File: src/design/gwd_pkg.sv
package gwd_pkg;

   // field and datapath widths
   localparam int SAMPLE_W   = 16;
   localparam int TWICE_W    = 18;
   localparam int TRIG_W     = 17;
   localparam int OUT_W      = 48;
   localparam int REC_W      = 46;
   localparam int VAL_W      = 48;
   localparam int PIECE_W    = 24;
   localparam int COEF_W     = 18;
   localparam int PROD_W     = PIECE_W + 1 + COEF_W;
   localparam int ACC_W      = 68;
   localparam int FRAC_W     = 16;
   localparam int Q_W        = ACC_W - FRAC_W;
   localparam int SUM_W      = Q_W + 2;
   localparam int CSR_ADDR_W = 5;
   localparam int CSR_DATA_W = 32;

   // sequencer lengths
   localparam int STEP_W       = 4;
   localparam int SAMPLE_STEPS = 7;
   localparam int ROT_STEPS    = 14;

   localparam logic signed [ACC_W-1:0] ROUND_HALF = ACC_W'(1) <<< (FRAC_W - 1);

   typedef struct packed {
      logic signed [TWICE_W-1:0] twice_cosine;
      logic signed [TRIG_W-1:0]  bin_cosine;
      logic signed [TRIG_W-1:0]  bin_sine;
      logic signed [TRIG_W-1:0]  rotate_cosine;
      logic signed [TRIG_W-1:0]  rotate_sine;
   } cfg_type;

   typedef enum logic [2:0] {
      VAL_PREV1,
      VAL_PREV2,
      VAL_A,
      VAL_B,
      VAL_INDEX
   } val_sel_type;

   typedef enum logic [2:0] {
      COEF_TWICE_COS,
      COEF_BIN_COS,
      COEF_BIN_SIN,
      COEF_ROT_COS,
      COEF_ROT_SIN,
      COEF_NEG_ROT_SIN,
      COEF_SAMPLE
   } coef_sel_type;

   typedef enum logic [2:0] {
      ACC_HOLD,
      ACC_INIT,
      ACC_ADD0,
      ACC_ADD16,
      ACC_ADD24
   } acc_op_type;

   typedef enum logic [2:0] {
      WR_NONE,
      WR_WEIGHTED,
      WR_PLAIN,
      WR_A,
      WR_B,
      WR_REAL,
      WR_IMAG
   } wr_op_type;

   typedef enum logic [1:0] {
      ST_IDLE,
      ST_SAMPLE,
      ST_ROTATE,
      ST_PUBLISH
   } ctrl_state_type;

   typedef struct packed {
      logic         capture;
      logic         pair;      // 0 plain recurrence, 1 weighted
      logic         hi;        // upper piece of the operand
      val_sel_type  val_sel;
      coef_sel_type coef_sel;
      acc_op_type   acc_op;
      wr_op_type    wr_op;
      logic         publish;
      logic         clear;
   } dp_cmd_type;

   typedef struct packed {
      logic last;
   } dp_status_type;

   localparam dp_cmd_type CMD_NOP = '{
      capture:  1'b0,
      pair:     1'b0,
      hi:       1'b0,
      val_sel:  VAL_PREV1,
      coef_sel: COEF_TWICE_COS,
      acc_op:   ACC_HOLD,
      wr_op:    WR_NONE,
      publish:  1'b0,
      clear:    1'b0
   };

   // per-sample micro-program; the accumulator consumes the product issued a step earlier
   function automatic dp_cmd_type sample_cmd(input logic [STEP_W-1:0] step);
      dp_cmd_type cmd;
      cmd = CMD_NOP;
      unique case (step)
         STEP_W'(0): begin
            cmd.capture  = 1'b1;
            cmd.pair     = 1'b1;
            cmd.coef_sel = COEF_TWICE_COS;
         end
         STEP_W'(1): begin
            cmd.pair     = 1'b1;
            cmd.hi       = 1'b1;
            cmd.coef_sel = COEF_TWICE_COS;
            cmd.acc_op   = ACC_INIT;
         end
         STEP_W'(2): begin
            cmd.val_sel  = VAL_INDEX;
            cmd.coef_sel = COEF_SAMPLE;
            cmd.acc_op   = ACC_ADD24;
         end
         STEP_W'(3): begin
            cmd.coef_sel = COEF_TWICE_COS;
            cmd.acc_op   = ACC_ADD16;
         end
         STEP_W'(4): begin
            cmd.hi       = 1'b1;
            cmd.coef_sel = COEF_TWICE_COS;
            cmd.acc_op   = ACC_INIT;
            cmd.wr_op    = WR_WEIGHTED;
         end
         STEP_W'(5): begin
            cmd.acc_op   = ACC_ADD24;
         end
         STEP_W'(6): begin
            cmd.wr_op    = WR_PLAIN;
         end
         default: cmd = CMD_NOP;
      endcase
      return cmd;
   endfunction

   // frame-end rotation of one recurrence pair
   function automatic dp_cmd_type rot_cmd(input logic [STEP_W-1:0] step, input logic pair);
      dp_cmd_type cmd;
      cmd      = CMD_NOP;
      cmd.pair = pair;
      unique case (step)
         STEP_W'(0): begin
            cmd.val_sel = VAL_PREV2;  cmd.coef_sel = COEF_BIN_COS;
         end
         STEP_W'(1): begin
            cmd.val_sel = VAL_PREV2;  cmd.coef_sel = COEF_BIN_COS;  cmd.hi = 1'b1;
            cmd.acc_op  = ACC_INIT;
         end
         STEP_W'(2): begin
            cmd.val_sel = VAL_PREV2;  cmd.coef_sel = COEF_BIN_SIN;
            cmd.acc_op  = ACC_ADD24;
         end
         STEP_W'(3): begin
            cmd.val_sel = VAL_PREV2;  cmd.coef_sel = COEF_BIN_SIN;  cmd.hi = 1'b1;
            cmd.acc_op  = ACC_INIT;   cmd.wr_op = WR_A;
         end
         STEP_W'(4): begin
            cmd.val_sel = VAL_A;      cmd.coef_sel = COEF_ROT_COS;
            cmd.acc_op  = ACC_ADD24;
         end
         STEP_W'(5): begin
            cmd.val_sel = VAL_A;      cmd.coef_sel = COEF_ROT_COS;  cmd.hi = 1'b1;
            cmd.acc_op  = ACC_INIT;   cmd.wr_op = WR_B;
         end
         STEP_W'(6): begin
            cmd.val_sel = VAL_B;      cmd.coef_sel = COEF_ROT_SIN;
            cmd.acc_op  = ACC_ADD24;
         end
         STEP_W'(7): begin
            cmd.val_sel = VAL_B;      cmd.coef_sel = COEF_ROT_SIN;  cmd.hi = 1'b1;
            cmd.acc_op  = ACC_ADD0;
         end
         STEP_W'(8): begin
            cmd.val_sel = VAL_A;      cmd.coef_sel = COEF_NEG_ROT_SIN;
            cmd.acc_op  = ACC_ADD24;
         end
         STEP_W'(9): begin
            cmd.val_sel = VAL_A;      cmd.coef_sel = COEF_NEG_ROT_SIN;  cmd.hi = 1'b1;
            cmd.acc_op  = ACC_INIT;   cmd.wr_op = WR_REAL;
         end
         STEP_W'(10): begin
            cmd.val_sel = VAL_B;      cmd.coef_sel = COEF_ROT_COS;
            cmd.acc_op  = ACC_ADD24;
         end
         STEP_W'(11): begin
            cmd.val_sel = VAL_B;      cmd.coef_sel = COEF_ROT_COS;  cmd.hi = 1'b1;
            cmd.acc_op  = ACC_ADD0;
         end
         STEP_W'(12): begin
            cmd.acc_op  = ACC_ADD24;
         end
         STEP_W'(13): begin
            cmd.wr_op   = WR_IMAG;
         end
         default: cmd = CMD_NOP;
      endcase
      return cmd;
   endfunction

endpackage

File: src/design/gwd_dp.sv
module gwd_dp #(
   parameter int MAX_FRAME = 4096
) (
   input  logic                                   clock,
   input  logic                                   reset,
   input  gwd_pkg::cfg_type                       cfg,
   input  gwd_pkg::dp_cmd_type                    cmd,
   output gwd_pkg::dp_status_type                 status,
   input  logic signed [gwd_pkg::SAMPLE_W-1:0]    req_sample,
   input  logic                                   req_last_sample,
   output logic signed [gwd_pkg::OUT_W-1:0]       rsp_spec_real,
   output logic signed [gwd_pkg::OUT_W-1:0]       rsp_spec_imag,
   output logic signed [gwd_pkg::OUT_W-1:0]       rsp_deriv_real,
   output logic signed [gwd_pkg::OUT_W-1:0]       rsp_deriv_imag
);
   import gwd_pkg::*;

   localparam int IDX_W = $clog2(MAX_FRAME);

   function automatic logic signed [REC_W-1:0] sat_rec(input logic signed [SUM_W-1:0] v);
      logic [SUM_W-REC_W:0] top;
      top = v[SUM_W-1:REC_W-1];
      if (&top || ~|top) begin
         return v[REC_W-1:0];
      end else if (v[SUM_W-1]) begin
         return {1'b1, {(REC_W-1){1'b0}}};
      end else begin
         return {1'b0, {(REC_W-1){1'b1}}};
      end
   endfunction

   function automatic logic signed [OUT_W-1:0] sat_out(input logic signed [Q_W-1:0] v);
      logic [Q_W-OUT_W:0] top;
      top = v[Q_W-1:OUT_W-1];
      if (&top || ~|top) begin
         return v[OUT_W-1:0];
      end else if (v[Q_W-1]) begin
         return {1'b1, {(OUT_W-1){1'b0}}};
      end else begin
         return {1'b0, {(OUT_W-1){1'b1}}};
      end
   endfunction

   // recurrence state and sample index
   logic signed [REC_W-1:0]    plain1_ff, plain1_in, plain2_ff, plain2_in;
   logic signed [REC_W-1:0]    weight1_ff, weight1_in, weight2_ff, weight2_in;
   logic [IDX_W-1:0]           idx_ff, idx_in, idx_next;
   logic                       last_ff, last_in;
   // working registers
   logic signed [SAMPLE_W-1:0] x_ff, x_in;
   logic signed [PROD_W-1:0]   prod_ff, prod_in;
   logic signed [ACC_W-1:0]    acc_ff, acc_in, prod_ext;
   logic signed [VAL_W-1:0]    a_ff, a_in, b_ff, b_in;
   logic signed [OUT_W-1:0]    sr_ff, sr_in, si_ff, si_in, dr_ff, dr_in, di_ff, di_in;
   logic signed [OUT_W-1:0]    osr_ff, osr_in, osi_ff, osi_in, odr_ff, odr_in, odi_ff, odi_in;
   // combinational
   logic signed [VAL_W-1:0]    mul_val;
   logic signed [PIECE_W:0]    mul_piece;
   logic signed [COEF_W-1:0]   mul_coef;
   logic signed [Q_W-1:0]      acc_q;
   logic signed [REC_W-1:0]    prev1_sel, prev2_sel;
   logic signed [SUM_W-1:0]    plain_sum, weight_sum, a_sum;
   logic signed [OUT_W-1:0]    q_sat;

   assign prev1_sel = cmd.pair ? weight1_ff : plain1_ff;
   assign prev2_sel = cmd.pair ? weight2_ff : plain2_ff;

   // shared 25x18 multiplier, one partial product a cycle
   always_comb begin
      unique case (cmd.val_sel)
         VAL_PREV1: mul_val = VAL_W'(prev1_sel);
         VAL_PREV2: mul_val = VAL_W'(prev2_sel);
         VAL_A:     mul_val = a_ff;
         VAL_B:     mul_val = b_ff;
         VAL_INDEX: mul_val = VAL_W'(idx_ff);
         default:   mul_val = '0;
      endcase
      unique case (cmd.coef_sel)
         COEF_TWICE_COS:   mul_coef = COEF_W'(cfg.twice_cosine);
         COEF_BIN_COS:     mul_coef = COEF_W'(cfg.bin_cosine);
         COEF_BIN_SIN:     mul_coef = COEF_W'(cfg.bin_sine);
         COEF_ROT_COS:     mul_coef = COEF_W'(cfg.rotate_cosine);
         COEF_ROT_SIN:     mul_coef = COEF_W'(cfg.rotate_sine);
         COEF_NEG_ROT_SIN: mul_coef = -COEF_W'(cfg.rotate_sine);
         COEF_SAMPLE:      mul_coef = COEF_W'(x_ff);
         default:          mul_coef = '0;
      endcase
      if (cmd.hi) begin
         mul_piece = {mul_val[VAL_W-1], mul_val[VAL_W-1:PIECE_W]};
      end else begin
         mul_piece = {1'b0, mul_val[PIECE_W-1:0]};
      end
      prod_in = mul_piece * mul_coef;
   end

   // accumulator
   assign prod_ext = ACC_W'(prod_ff);
   assign acc_q    = acc_ff[ACC_W-1:FRAC_W];
   always_comb begin
      unique case (cmd.acc_op)
         ACC_INIT:  acc_in = ROUND_HALF + prod_ext;
         ACC_ADD0:  acc_in = acc_ff + prod_ext;
         ACC_ADD16: acc_in = acc_ff + (prod_ext <<< FRAC_W);
         ACC_ADD24: acc_in = acc_ff + (prod_ext <<< PIECE_W);
         default:   acc_in = acc_ff;
      endcase
   end

   assign plain_sum  = SUM_W'(x_ff) + SUM_W'(acc_q) - SUM_W'(plain2_ff);
   assign weight_sum = SUM_W'(acc_q) - SUM_W'(weight2_ff);
   assign a_sum      = SUM_W'(prev1_sel) - SUM_W'(acc_q);
   assign q_sat      = sat_out(acc_q);
   assign idx_next   = (idx_ff == IDX_W'(MAX_FRAME - 1)) ? '0 : idx_ff + 1'b1;

   always_comb begin
      plain1_in  = plain1_ff;
      plain2_in  = plain2_ff;
      weight1_in = weight1_ff;
      weight2_in = weight2_ff;
      idx_in     = idx_ff;
      a_in       = a_ff;
      b_in       = b_ff;
      sr_in      = sr_ff;
      si_in      = si_ff;
      dr_in      = dr_ff;
      di_in      = di_ff;
      x_in       = cmd.capture ? req_sample : x_ff;
      last_in    = cmd.capture ? req_last_sample : last_ff;
      unique case (cmd.wr_op)
         WR_PLAIN: begin
            plain2_in = plain1_ff;
            plain1_in = sat_rec(plain_sum);
         end
         WR_WEIGHTED: begin
            weight2_in = weight1_ff;
            weight1_in = sat_rec(weight_sum);
            idx_in     = idx_next;
         end
         WR_A: a_in = a_sum[VAL_W-1:0];
         WR_B: b_in = acc_q[VAL_W-1:0];
         WR_REAL: begin
            if (cmd.pair) begin
               dr_in = q_sat;
            end else begin
               sr_in = q_sat;
            end
         end
         WR_IMAG: begin
            if (cmd.pair) begin
               di_in = q_sat;
            end else begin
               si_in = q_sat;
            end
         end
         default: ;
      endcase
      if (cmd.clear) begin
         plain1_in  = '0;
         plain2_in  = '0;
         weight1_in = '0;
         weight2_in = '0;
         idx_in     = '0;
      end
      osr_in = cmd.publish ? sr_ff : osr_ff;
      osi_in = cmd.publish ? si_ff : osi_ff;
      odr_in = cmd.publish ? dr_ff : odr_ff;
      odi_in = cmd.publish ? di_ff : odi_ff;
   end

   always_ff @(posedge clock) begin
      if (reset) begin
         plain1_ff  <= '0;
         plain2_ff  <= '0;
         weight1_ff <= '0;
         weight2_ff <= '0;
         idx_ff     <= '0;
         last_ff    <= 1'b0;
      end else begin
         plain1_ff  <= plain1_in;
         plain2_ff  <= plain2_in;
         weight1_ff <= weight1_in;
         weight2_ff <= weight2_in;
         idx_ff     <= idx_in;
         last_ff    <= last_in;
      end
   end

   always_ff @(posedge clock) begin
      x_ff    <= x_in;
      prod_ff <= prod_in;
      acc_ff  <= acc_in;
      a_ff    <= a_in;
      b_ff    <= b_in;
      sr_ff   <= sr_in;
      si_ff   <= si_in;
      dr_ff   <= dr_in;
      di_ff   <= di_in;
      osr_ff  <= osr_in;
      osi_ff  <= osi_in;
      odr_ff  <= odr_in;
      odi_ff  <= odi_in;
   end

   assign status.last    = last_ff;
   assign rsp_spec_real  = osr_ff;
   assign rsp_spec_imag  = osi_ff;
   assign rsp_deriv_real = odr_ff;
   assign rsp_deriv_imag = odi_ff;

endmodule

File: src/design/gwd_ctrl.sv
module gwd_ctrl (
   input  logic                   clock,
   input  logic                   reset,
   input  logic                   req_valid,
   output logic                   req_stall,
   output logic                   rsp_valid,
   input  logic                   rsp_stall,
   input  gwd_pkg::dp_status_type status,
   output gwd_pkg::dp_cmd_type    cmd
);
   import gwd_pkg::*;

   ctrl_state_type    state_ff, state_in;
   logic [STEP_W-1:0] step_ff, step_in;
   logic              pair_ff, pair_in;
   logic              rsp_valid_ff, rsp_valid_in;
   logic              publish_ok;

   assign publish_ok = !rsp_valid_ff || !rsp_stall;

   // next state
   always_comb begin
      state_in = state_ff;
      step_in  = step_ff;
      pair_in  = pair_ff;
      unique case (state_ff)
         ST_IDLE: begin
            if (req_valid) begin
               state_in = ST_SAMPLE;
               step_in  = STEP_W'(1);
            end
         end
         ST_SAMPLE: begin
            if (step_ff == STEP_W'(SAMPLE_STEPS - 1)) begin
               step_in  = '0;
               pair_in  = 1'b0;
               state_in = status.last ? ST_ROTATE : ST_IDLE;
            end else begin
               step_in = step_ff + 1'b1;
            end
         end
         ST_ROTATE: begin
            if (step_ff == STEP_W'(ROT_STEPS - 1)) begin
               step_in = '0;
               if (pair_ff) begin
                  state_in = ST_PUBLISH;
               end else begin
                  pair_in = 1'b1;
               end
            end else begin
               step_in = step_ff + 1'b1;
            end
         end
         ST_PUBLISH: begin
            if (publish_ok) begin
               state_in = ST_IDLE;
               pair_in  = 1'b0;
            end
         end
         default: state_in = ST_IDLE;
      endcase
   end

   // outputs
   always_comb begin
      cmd          = CMD_NOP;
      req_stall    = 1'b1;
      rsp_valid_in = rsp_valid_ff && rsp_stall;
      unique case (state_ff)
         ST_IDLE: begin
            req_stall = reset;
            if (req_valid && !reset) begin
               cmd = sample_cmd('0);
            end
         end
         ST_SAMPLE: cmd = sample_cmd(step_ff);
         ST_ROTATE: cmd = rot_cmd(step_ff, pair_ff);
         ST_PUBLISH: begin
            if (publish_ok) begin
               cmd.publish  = 1'b1;
               cmd.clear    = 1'b1;
               rsp_valid_in = 1'b1;
            end
         end
         default: ;
      endcase
   end

   always_ff @(posedge clock) begin
      if (reset) begin
         state_ff     <= ST_IDLE;
         step_ff      <= '0;
         pair_ff      <= 1'b0;
         rsp_valid_ff <= 1'b0;
      end else begin
         state_ff     <= state_in;
         step_ff      <= step_in;
         pair_ff      <= pair_in;
         rsp_valid_ff <= rsp_valid_in;
      end
   end

   assign rsp_valid = rsp_valid_ff;

`ifndef SYNTHESIS
   a_rsp_from_publish: assert property (@(posedge clock) disable iff (reset)
      $rose(rsp_valid_ff) |-> $past(state_ff == ST_PUBLISH))
      else $error("result beat raised outside publish");

   a_accept_starts_sample: assert property (@(posedge clock) disable iff (reset)
      (state_ff == ST_IDLE && req_valid) |=> (state_ff == ST_SAMPLE && step_ff == STEP_W'(1)))
      else $error("accepted beat did not start the sample sequence");

   a_no_rotate_without_last: assert property (@(posedge clock) disable iff (reset)
      (state_ff == ST_SAMPLE && step_ff == STEP_W'(SAMPLE_STEPS - 1) && !status.last)
      |=> (state_ff == ST_IDLE))
      else $error("rotation started on a sample not marked last");

   a_rotate_step_range: assert property (@(posedge clock) disable iff (reset)
      (state_ff == ST_ROTATE) |-> (step_ff <= STEP_W'(ROT_STEPS - 1)))
      else $error("rotation step out of range");

   a_publish_waits: assert property (@(posedge clock) disable iff (reset)
      (state_ff == ST_PUBLISH && rsp_valid_ff && rsp_stall)
      |=> (state_ff == ST_PUBLISH && rsp_valid_ff))
      else $error("publish overran a waiting result beat");
`endif

endmodule

File: src/design/goertzel_with_derivative.sv
// Channel   Direction  Handshake               Payload
// req_      in         req_valid / req_stall   req_sample (s16), req_last_sample
// rsp_      out        rsp_valid / rsp_stall   rsp_spec_real/imag, rsp_deriv_real/imag (s48)
// csr_      in         APB, pready tied high   five coefficient registers at 4*i
//
// A sample beat holds the block for its whole sample sequence: one 25x18 multiplier
// is shared, and each recurrence needs two partial products of 2*cos against its 46-bit
// state; the weighted one also needs sample*index. A beat marked last adds two rotation
// passes and a publish step, more if the output register still holds a beat not yet taken.
// A finished result waits in staging registers, so the output register parts the two sides.
// Synchronous reset clears recurrences, index, control and config (bin and rotate cos terms to 65535).
module goertzel_with_derivative #(
   parameter int MAX_FRAME = 4096
) (
   input  logic                                    clock,
   input  logic                                    reset,
   // sample channel
   input  logic                                    req_valid,
   output logic                                    req_stall,
   input  logic signed [gwd_pkg::SAMPLE_W-1:0]     req_sample,
   input  logic                                    req_last_sample,
   // result channel
   output logic                                    rsp_valid,
   input  logic                                    rsp_stall,
   output logic signed [gwd_pkg::OUT_W-1:0]        rsp_spec_real,
   output logic signed [gwd_pkg::OUT_W-1:0]        rsp_spec_imag,
   output logic signed [gwd_pkg::OUT_W-1:0]        rsp_deriv_real,
   output logic signed [gwd_pkg::OUT_W-1:0]        rsp_deriv_imag,
   // register port
   input  logic                                    csr_psel,
   input  logic                                    csr_penable,
   input  logic                                    csr_pwrite,
   input  logic [gwd_pkg::CSR_ADDR_W-1:0]          csr_paddr,
   input  logic [gwd_pkg::CSR_DATA_W-1:0]          csr_pwdata,
   output logic [gwd_pkg::CSR_DATA_W-1:0]          csr_prdata,
   output logic                                    csr_pready
);
   import gwd_pkg::*;

   // register map, word index
   localparam logic [2:0] REG_TWICE_COS = 3'd0;
   localparam logic [2:0] REG_BIN_COS   = 3'd1;
   localparam logic [2:0] REG_BIN_SIN   = 3'd2;
   localparam logic [2:0] REG_ROT_COS   = 3'd3;
   localparam logic [2:0] REG_ROT_SIN   = 3'd4;

   localparam logic signed [TRIG_W-1:0] COS_RESET = TRIG_W'(65535);

   cfg_type       cfg_ff, cfg_in;
   logic [2:0]    reg_index;
   logic          csr_write;
   dp_cmd_type    cmd;
   dp_status_type status;

   assign reg_index  = csr_paddr[CSR_ADDR_W-1:2];
   assign csr_write  = csr_psel && csr_penable && csr_pwrite;
   assign csr_pready = 1'b1;

   // register writes: low bits of the write data, unknown indexes dropped
   always_comb begin
      cfg_in = cfg_ff;
      if (csr_write) begin
         unique case (reg_index)
            REG_TWICE_COS: cfg_in.twice_cosine  = csr_pwdata[TWICE_W-1:0];
            REG_BIN_COS:   cfg_in.bin_cosine    = csr_pwdata[TRIG_W-1:0];
            REG_BIN_SIN:   cfg_in.bin_sine      = csr_pwdata[TRIG_W-1:0];
            REG_ROT_COS:   cfg_in.rotate_cosine = csr_pwdata[TRIG_W-1:0];
            REG_ROT_SIN:   cfg_in.rotate_sine   = csr_pwdata[TRIG_W-1:0];
            default: ;
         endcase
      end
   end

   // read back sign-extended
   always_comb begin
      unique case (reg_index)
         REG_TWICE_COS: csr_prdata = CSR_DATA_W'(cfg_ff.twice_cosine);
         REG_BIN_COS:   csr_prdata = CSR_DATA_W'(cfg_ff.bin_cosine);
         REG_BIN_SIN:   csr_prdata = CSR_DATA_W'(cfg_ff.bin_sine);
         REG_ROT_COS:   csr_prdata = CSR_DATA_W'(cfg_ff.rotate_cosine);
         REG_ROT_SIN:   csr_prdata = CSR_DATA_W'(cfg_ff.rotate_sine);
         default:       csr_prdata = '0;
      endcase
   end

   always_ff @(posedge clock) begin
      if (reset) begin
         cfg_ff.twice_cosine  <= '0;
         cfg_ff.bin_cosine    <= COS_RESET;
         cfg_ff.bin_sine      <= '0;
         cfg_ff.rotate_cosine <= COS_RESET;
         cfg_ff.rotate_sine   <= '0;
      end else begin
         cfg_ff <= cfg_in;
      end
   end

   // sequencer: sample steps, then on a last sample two rotation passes, then publish and clear
   gwd_ctrl u_ctrl (
      .clock     (clock),
      .reset     (reset),
      .req_valid (req_valid),
      .req_stall (req_stall),
      .rsp_valid (rsp_valid),
      .rsp_stall (rsp_stall),
      .status    (status),
      .cmd       (cmd)
   );

   // recurrences, shared multiplier, accumulator and result registers
   gwd_dp #(
      .MAX_FRAME (MAX_FRAME)
   ) u_dp (
      .clock           (clock),
      .reset           (reset),
      .cfg             (cfg_ff),
      .cmd             (cmd),
      .status          (status),
      .req_sample      (req_sample),
      .req_last_sample (req_last_sample),
      .rsp_spec_real   (rsp_spec_real),
      .rsp_spec_imag   (rsp_spec_imag),
      .rsp_deriv_real  (rsp_deriv_real),
      .rsp_deriv_imag  (rsp_deriv_imag)
   );

endmodule
File: config.mk
export PLATFORM = sky130hd
export DESIGN_NAME = goertzel_with_derivative
export DESIGN_NICKNAME = d
export VERILOG_FILES = /design/src/design/gwd_pkg.sv /design/src/design/gwd_dp.sv /design/src/design/gwd_ctrl.sv /design/src/design/goertzel_with_derivative.sv
export SDC_FILE = /design/constraint.sdc
export NUM_CORES = 2
export LEC_CHECK = 0
export ABC_CLOCK_PERIOD_IN_PS = 10600
export BUFFER_PORTS_ARGS = -buffer_cell sky130_fd_sc_hd__buf_2
export CAP_MARGIN = 0
export CORE_UTILIZATION = 64
export CTS_CLUSTER_SIZE = 25
export DETAILED_ROUTE_END_ITERATION = 6
export PLACE_DENSITY = 0.82
export SLEW_MARGIN = 20
export SYNTH_ARGS = -nofsm -noshare
export SYNTH_HDL_FRONTEND = slang
export SYNTH_HIERARCHICAL = 1
export SYNTH_SLANG_ARGS = --single-unit
File: constraint.sdc
create_clock -name clock -period 10.6 [get_ports clock]
set_input_delay 0.53 -clock clock [delete_from_list [all_inputs] [get_ports clock]]
set_output_delay 0.53 -clock clock [all_outputs]
set_load 0.02 [all_outputs]
## Word-level counts from Yosys, hierarchy flattened

Cells that the tools add are included.

- Register bits after elaboration: 898
- Output and inout bits: 227
- Word-level logic and storage cells: 190

- $add $sub $neg: 11
- $mul: 1
- Equal/unequal tests: 46
- Multiplexer cells: 48
- Bitwise logic cells: 1
- Reduce and logical (&&, ||, !) cells: 55

Operators with widths:

| cell | number |
|---|---|
| 46-bit two-way mux | 6 |
| 68-bit case mux with 4 select lines | 1 |
| 48-bit case mux with 5 select lines | 1 |
| 32-bit case mux with 5 select lines | 1 |
| 18-bit case mux with 7 select lines | 1 |
| 48-bit two-way mux | 2 |
| 68-bit by 43-bit adder with 68-bit output | 1 |
| 68-bit by 59-bit adder with 68-bit output | 1 |
| 68-bit by 67-bit adder with 68-bit output | 1 |
| 53-bit by 46-bit subtractor with 54-bit output | 1 |
| 16-bit by 52-bit adder with 53-bit output | 1 |
| 52-bit by 46-bit subtractor with 53-bit output | 1 |
| 46-bit by 48-bit subtractor with 48-bit output | 1 |
| 15-bit case mux with 3 select lines | 1 |
| 17-bit by 43-bit adder with 44-bit output, first input constant | 1 |
| 25-bit by 18-bit multiplier with 43-bit output | 1 |
| 3-bit by 2-bit equality test with 1-bit output, second input constant | 10 |
| 5-bit case mux with 6 select lines | 1 |
| 3-bit equality test, second input constant | 9 |
| 25-bit two-way mux | 1 |
| 4-bit equality test, second input constant | 6 |
| 2-bit OR reduction | 11 |
| 2-bit AND reduction | 10 |
| 17-bit negator with 18-bit output | 1 |
| 41 further kinds | 91 |

## Longest topological paths before layout

- Depth in word-level cells: 8
- Mapped depth: 41
- Depth with buffers taken out: 38

## Cells and area by module

Netlist, hierarchy kept.

Modules (own cells, without submodules):

| module | times used | cells each | area each (um2) | sequential area each (um2) |
|---|---|---|---|---|
| gwd_dp | 1 | 6655 | 64398.0 | 21740.9 |
| goertzel_with_derivative | 1 | 432 | 4187.8 | 1721.7 |
| gwd_ctrl | 1 | 138 | 933.4 | 160.2 |

## Worst setup path after synthesis

Ideal clock, no wire load.

- Path kind: flip-flop to flip-flop
- Start point: register with a tool-made name
- End point: register u_dp.prod_ff[41]
- Setup time: 0.072 ns
- Data arrival time: 9.450 ns
- Path slack: 1.078 ns
- Stages on the path, launching flop included: 39
- Path buffers: 5
- Period minus slack after synthesis: 9.522 ns
- Cell sequence: dfxtp_1 > inv_1 > ha_1 > nand2b_1 > or3_1 > a31oi_1 > clkbuf_1 > clkbuf_1 > clkbuf_1 > clkbuf_1 > mux2i_1 > nor2_1 > a221oi_1 > a31oi_1 > clkbuf_1 > nand2_1 > fa_1 > inv_1 > [3 not listed] > inv_1 > fa_1 > inv_1 > fa_1 > ha_1 > a21o_1 > a21o_1 > a21oi_1 > nor2_1 > o21ai_0 > a31oi_1 > nor4_1 > o31ai_1 > a21o_1 > a21oi_1 > o21ai_0 > a21oi_1 > xnor2_1

RTL lines:

| what | RTL line | RTL |
|---|---|---|
| end signal, assigned | gwd_dp.sv:190 | `prod_ff <= prod_in;` |
| end, declared | gwd_dp.sv:51 | `logic signed [PROD_W-1:0] prod_ff, prod_in;` |

==> key figures <==
Outcome
  • Status: finished with violations
  • Failing checks: DRC

Hold path
  • Min-delay worst type: input port to register

Placement
  • # port buffers: 270
  • Post-DP HPWL: 164000 µm
  • Pre-CTS setup slack: 0.464 ns
  • GP Congestion: 1.08

CTS
  • CTS Buf Count: 94
  • CTS Sinks: 898
  • TritonCTS clock tree: built
  • H-tree levels: 3
  • Skew-Pair Late Insertion Delay: 0.74 ns
  • Reg clk slew, reported paths: 0.07 ns
  • Longest Clk Path Bufs: 3
  • Root Buffer: clkbuf_16

Synthesis
  • Leading area contributor after synthesis: edfxtp_1
  • Top post-synthesis cells by area: edfxtp_1, fa_1, dfxtp_1
  • Top FF cell, synth: edfxtp_1
  • FFs w/ async S/R, synth: 0
  • Mean Syn Cell Area: 9.62 µm²
  • Sequential element share of the synthesized area: 0.340
  • Netlist cell types: 101
  • Synthesis-stage register bit count: 898
  • Number of flops mapped to enable cells by yosys: 564
  • Mapped cell area: 69500 µm²
  • Area share of the largest cell type after synthesis: 0.244
  • YS warnings: 6
  • Syn Nets: 8202
  • Synth Instances: 7225

Setup path
  • Critical path's largest stage delay: 0.74 ns
  • Worst Path Arrival: 10.72 ns
  • Critical path endpoint category: register
  • Critical path fanouts, max: 20
  • CP max stage cell: a221oi_1
  • Critical Path RT: 11.19 ns
  • Kind of cell adding the most delay to the critical path: adder cells
  • CP Class: register to register
  • Worst path bufs/invs: 10
  • CP dominant cell by count: inv_1
  • Crit start category: register

STA
  • Slew Viols, Final: 0
  • Setup ws final: 0.468 ns
  • RSZ-0062 raised after global routing: false
  • Final Skew: 0.103 ns
  • Period Utilization, post-route: 0.956
  • Least-Margin Pin Slew: 1.04 ns
  • Crit path time final: 10.13 ns
  • Fmax: 98.7 MHz
  • Setup TNS: 0 ns
  • Slew HR: 0.305
  • Final hold violations: 0
  • Min Hold Slack: 0.0169 ns
  • Endpoints failing setup: 0

Detailed routing
  • Initial DRC Count: 6429
  • Final ANT Viol Nets: 0
  • DRT Pass-1 Iters: 7
  • Drt drc: 12
  • Vias per cell: 6.47
  • Wire per inst: 24.6 µm
  • Routed WL: 220000 µm
  • Vias: 57.9k

Floorplan
  • Die W: 332 µm
  • Row count: 120
  • Die area: 110000 µm²
  • # IOs: 288
  • Die height: 332 µm
  • Core ar.: 107000 µm²
  • Initial core utilization: 0.648

Cells and area
  • Layout cell share with drive strength beyond 1: 0.106
  • P&R area growth vs syn: 10.3%
  • Area occupied by multi-input gates: 41800 µm²
  • Reg area: 23600 µm²
  • Layout fillers: 7797
  • Fin nets: 8427

Pwr
  • Pwr Density: 132 nW/µm²
  • Leak: 33.3 nW
  • IR drop worst, VDD: 146 µV

GRT
  • First-pass GRT wire length: 333000 µm
  • Vias in the first global route: 57.2k
  • Largest net degree at the start of global routing: 95
  • Congestion Overflow GR: 0
  • Total Routing Usage GR: 0.394
  • Antenna violations before repair: 8

Run
  • Max-cap violations: 0
-- worst reg2reg max path, delay by kind of cell, from the launching register on --
family	cells	cell delay [ns]
XOR/XNOR	1	0.14
AND/OR/NAND/NOR	6	1.64
AO/OA/AOI/OAI	10	2.88
adder cells (fa/ha/maj)	7	3.12
buffers and inverters	10	1.70
flip-flops	1	0.50
-- power breakdown --
| group | leakage, nW | internal (mW) | switching (mW) |
|---|---|---|---|
| registers | 7.80 | 3.79 | 0.106 |
| logic | 23.8 | 0.908 | 1.62 |
| clock network | 1.66 | 2.16 | 1.54 |
| total | 33.3 | 6.86 | 3.26 |
-- Yosys cell counts (all sizes together) (24+ instances only) --
cell type  number
xor2          144
o211ai         24
mux2i         180
and3           52
and2           71
mux2           69
edfxtp        564
inv           808
a21o          263
nor3           46
a22oi          49
o221ai         26
nand2         833
nand3          83
a31oi          48
o21a           48
o22ai          82
a221oi         52
a221o          52
xnor2         215
nor2          332
nand4          86
nor2b         106
o21bai         55
a211oi         34
nand2b        172
clkbuf        278
a21oi         494
buf            68
o21ai         348
dfxtp         334
ha            418
fa            498
-- metrics by stage --
stage               total power [mW]  instances  area (µm²)  utilization
floorplan                       5.63       7225       69500            -
global placement                6.33       8737       72900        0.679
detailed placement              6.38       8737       72900        0.679
CTS                             10.0       8927       76500        0.713
global route                    10.4       8935       76700        0.714
finish                          10.1       8940       76700        0.714
-- layout by cell type (no fill, tap or decap), types with 51 or more instances in the layout --
master,n
dfxtp_1,332
o22ai_1,80
a21o_1,263
a221o_1,52
fa_1,498
o21bai_1,55
nand4_1,86
a221oi_1,51
and2_1,71
o21ai_0,334
clkbuf_16,98
mux2_2,69
edfxtp_1,564
nor2_1,325
inv_1,805
nand3_1,83
a21oi_1,490
nand2b_1,171
xnor2_1,213
buf_2,269
nand2_1,831
mux2i_1,177
xor2_1,144
buf_4,183
ha_1,418
nor2b_1,104
-- routing by layer --
metal	GRT usage	wire length, µm	vias to the layer above
met4	0.255	16900	6
met1	0.492	81400	28000
met3	0.0631	21100	901
li1	-	-	25500
met5	0	41	-
met2	0.636	101000	3394
-- state kept, by name (all words and copies together), names as in the netlist, 43 cells and up, named ones only --
name and count:
u_dp/dr_ff 48, u_dp/rsp_deriv_imag 48, u_dp/prod_ff 43, u_dp/weight1_ff 46, u_dp/di_ff 48, u_dp/acc_ff 68, u_dp/sr_ff 48, u_dp/rsp_spec_real 48
u_dp/plain2_ff 46, u_dp/si_ff 48, u_dp/weight2_ff 46, cfg_ff 86, u_dp/b_ff 48, u_dp/rsp_spec_imag 48, u_dp/plain1_ff 46, u_dp/a_ff 48
u_dp/rsp_deriv_real 48
-- logic make-up after synthesis --
logic type | share of synthesized area
other | 0.0000539
buffers and inverters | 0.0646
flip-flops | 0.340
AO/OA/AOI/OAI | 0.160
XOR/XNOR | 0.0453
multiplexers | 0.0407
AND/OR/NAND/NOR | 0.131
adder cells (fa/ha/maj) | 0.219
-- repair_timing --
action                                 CTS  global route
hold buffers                            13             1
setup buffers                            0             4
setup endpoints to repair                0             1
gates resized for setup                  0             7
endpoints found under the hold margin   13             1
-- path summary, 6_finish.rpt --
path	start	endpoint	slack, ns	cells after the start
worst max-delay path	u_ctrl/step_ff[0]$_SDFFE_PP0P_	u_dp/prod_ff[41]$_DFF_P_	0.47	34
worst min-delay path	req_sample[10]	u_dp/x_ff[10]$_DFFE_PP_	0.02	1
worst max register to register	u_ctrl/step_ff[0]$_SDFFE_PP0P_	u_dp/prod_ff[41]$_DFF_P_	0.47	34
worst min register to register	u_dp/si_ff[8]$_DFFE_PP_	u_dp/rsp_spec_imag[8]$_DFFE_PP_	0.41	0
-- cell type report --
cell class	count	share of cell area
Clock buffer	119	0.0334
Sequential cell	898	0.308
Antenna cell	6	0.000196
Tap cell	1403	0.0229
Timing Repair Buffer	474	0.0393
Clock inverter	58	0.0120
Inverter	809	0.0396
Multi-Input combinational cell	5173	0.545
Power figures use the tool's default switching activity.
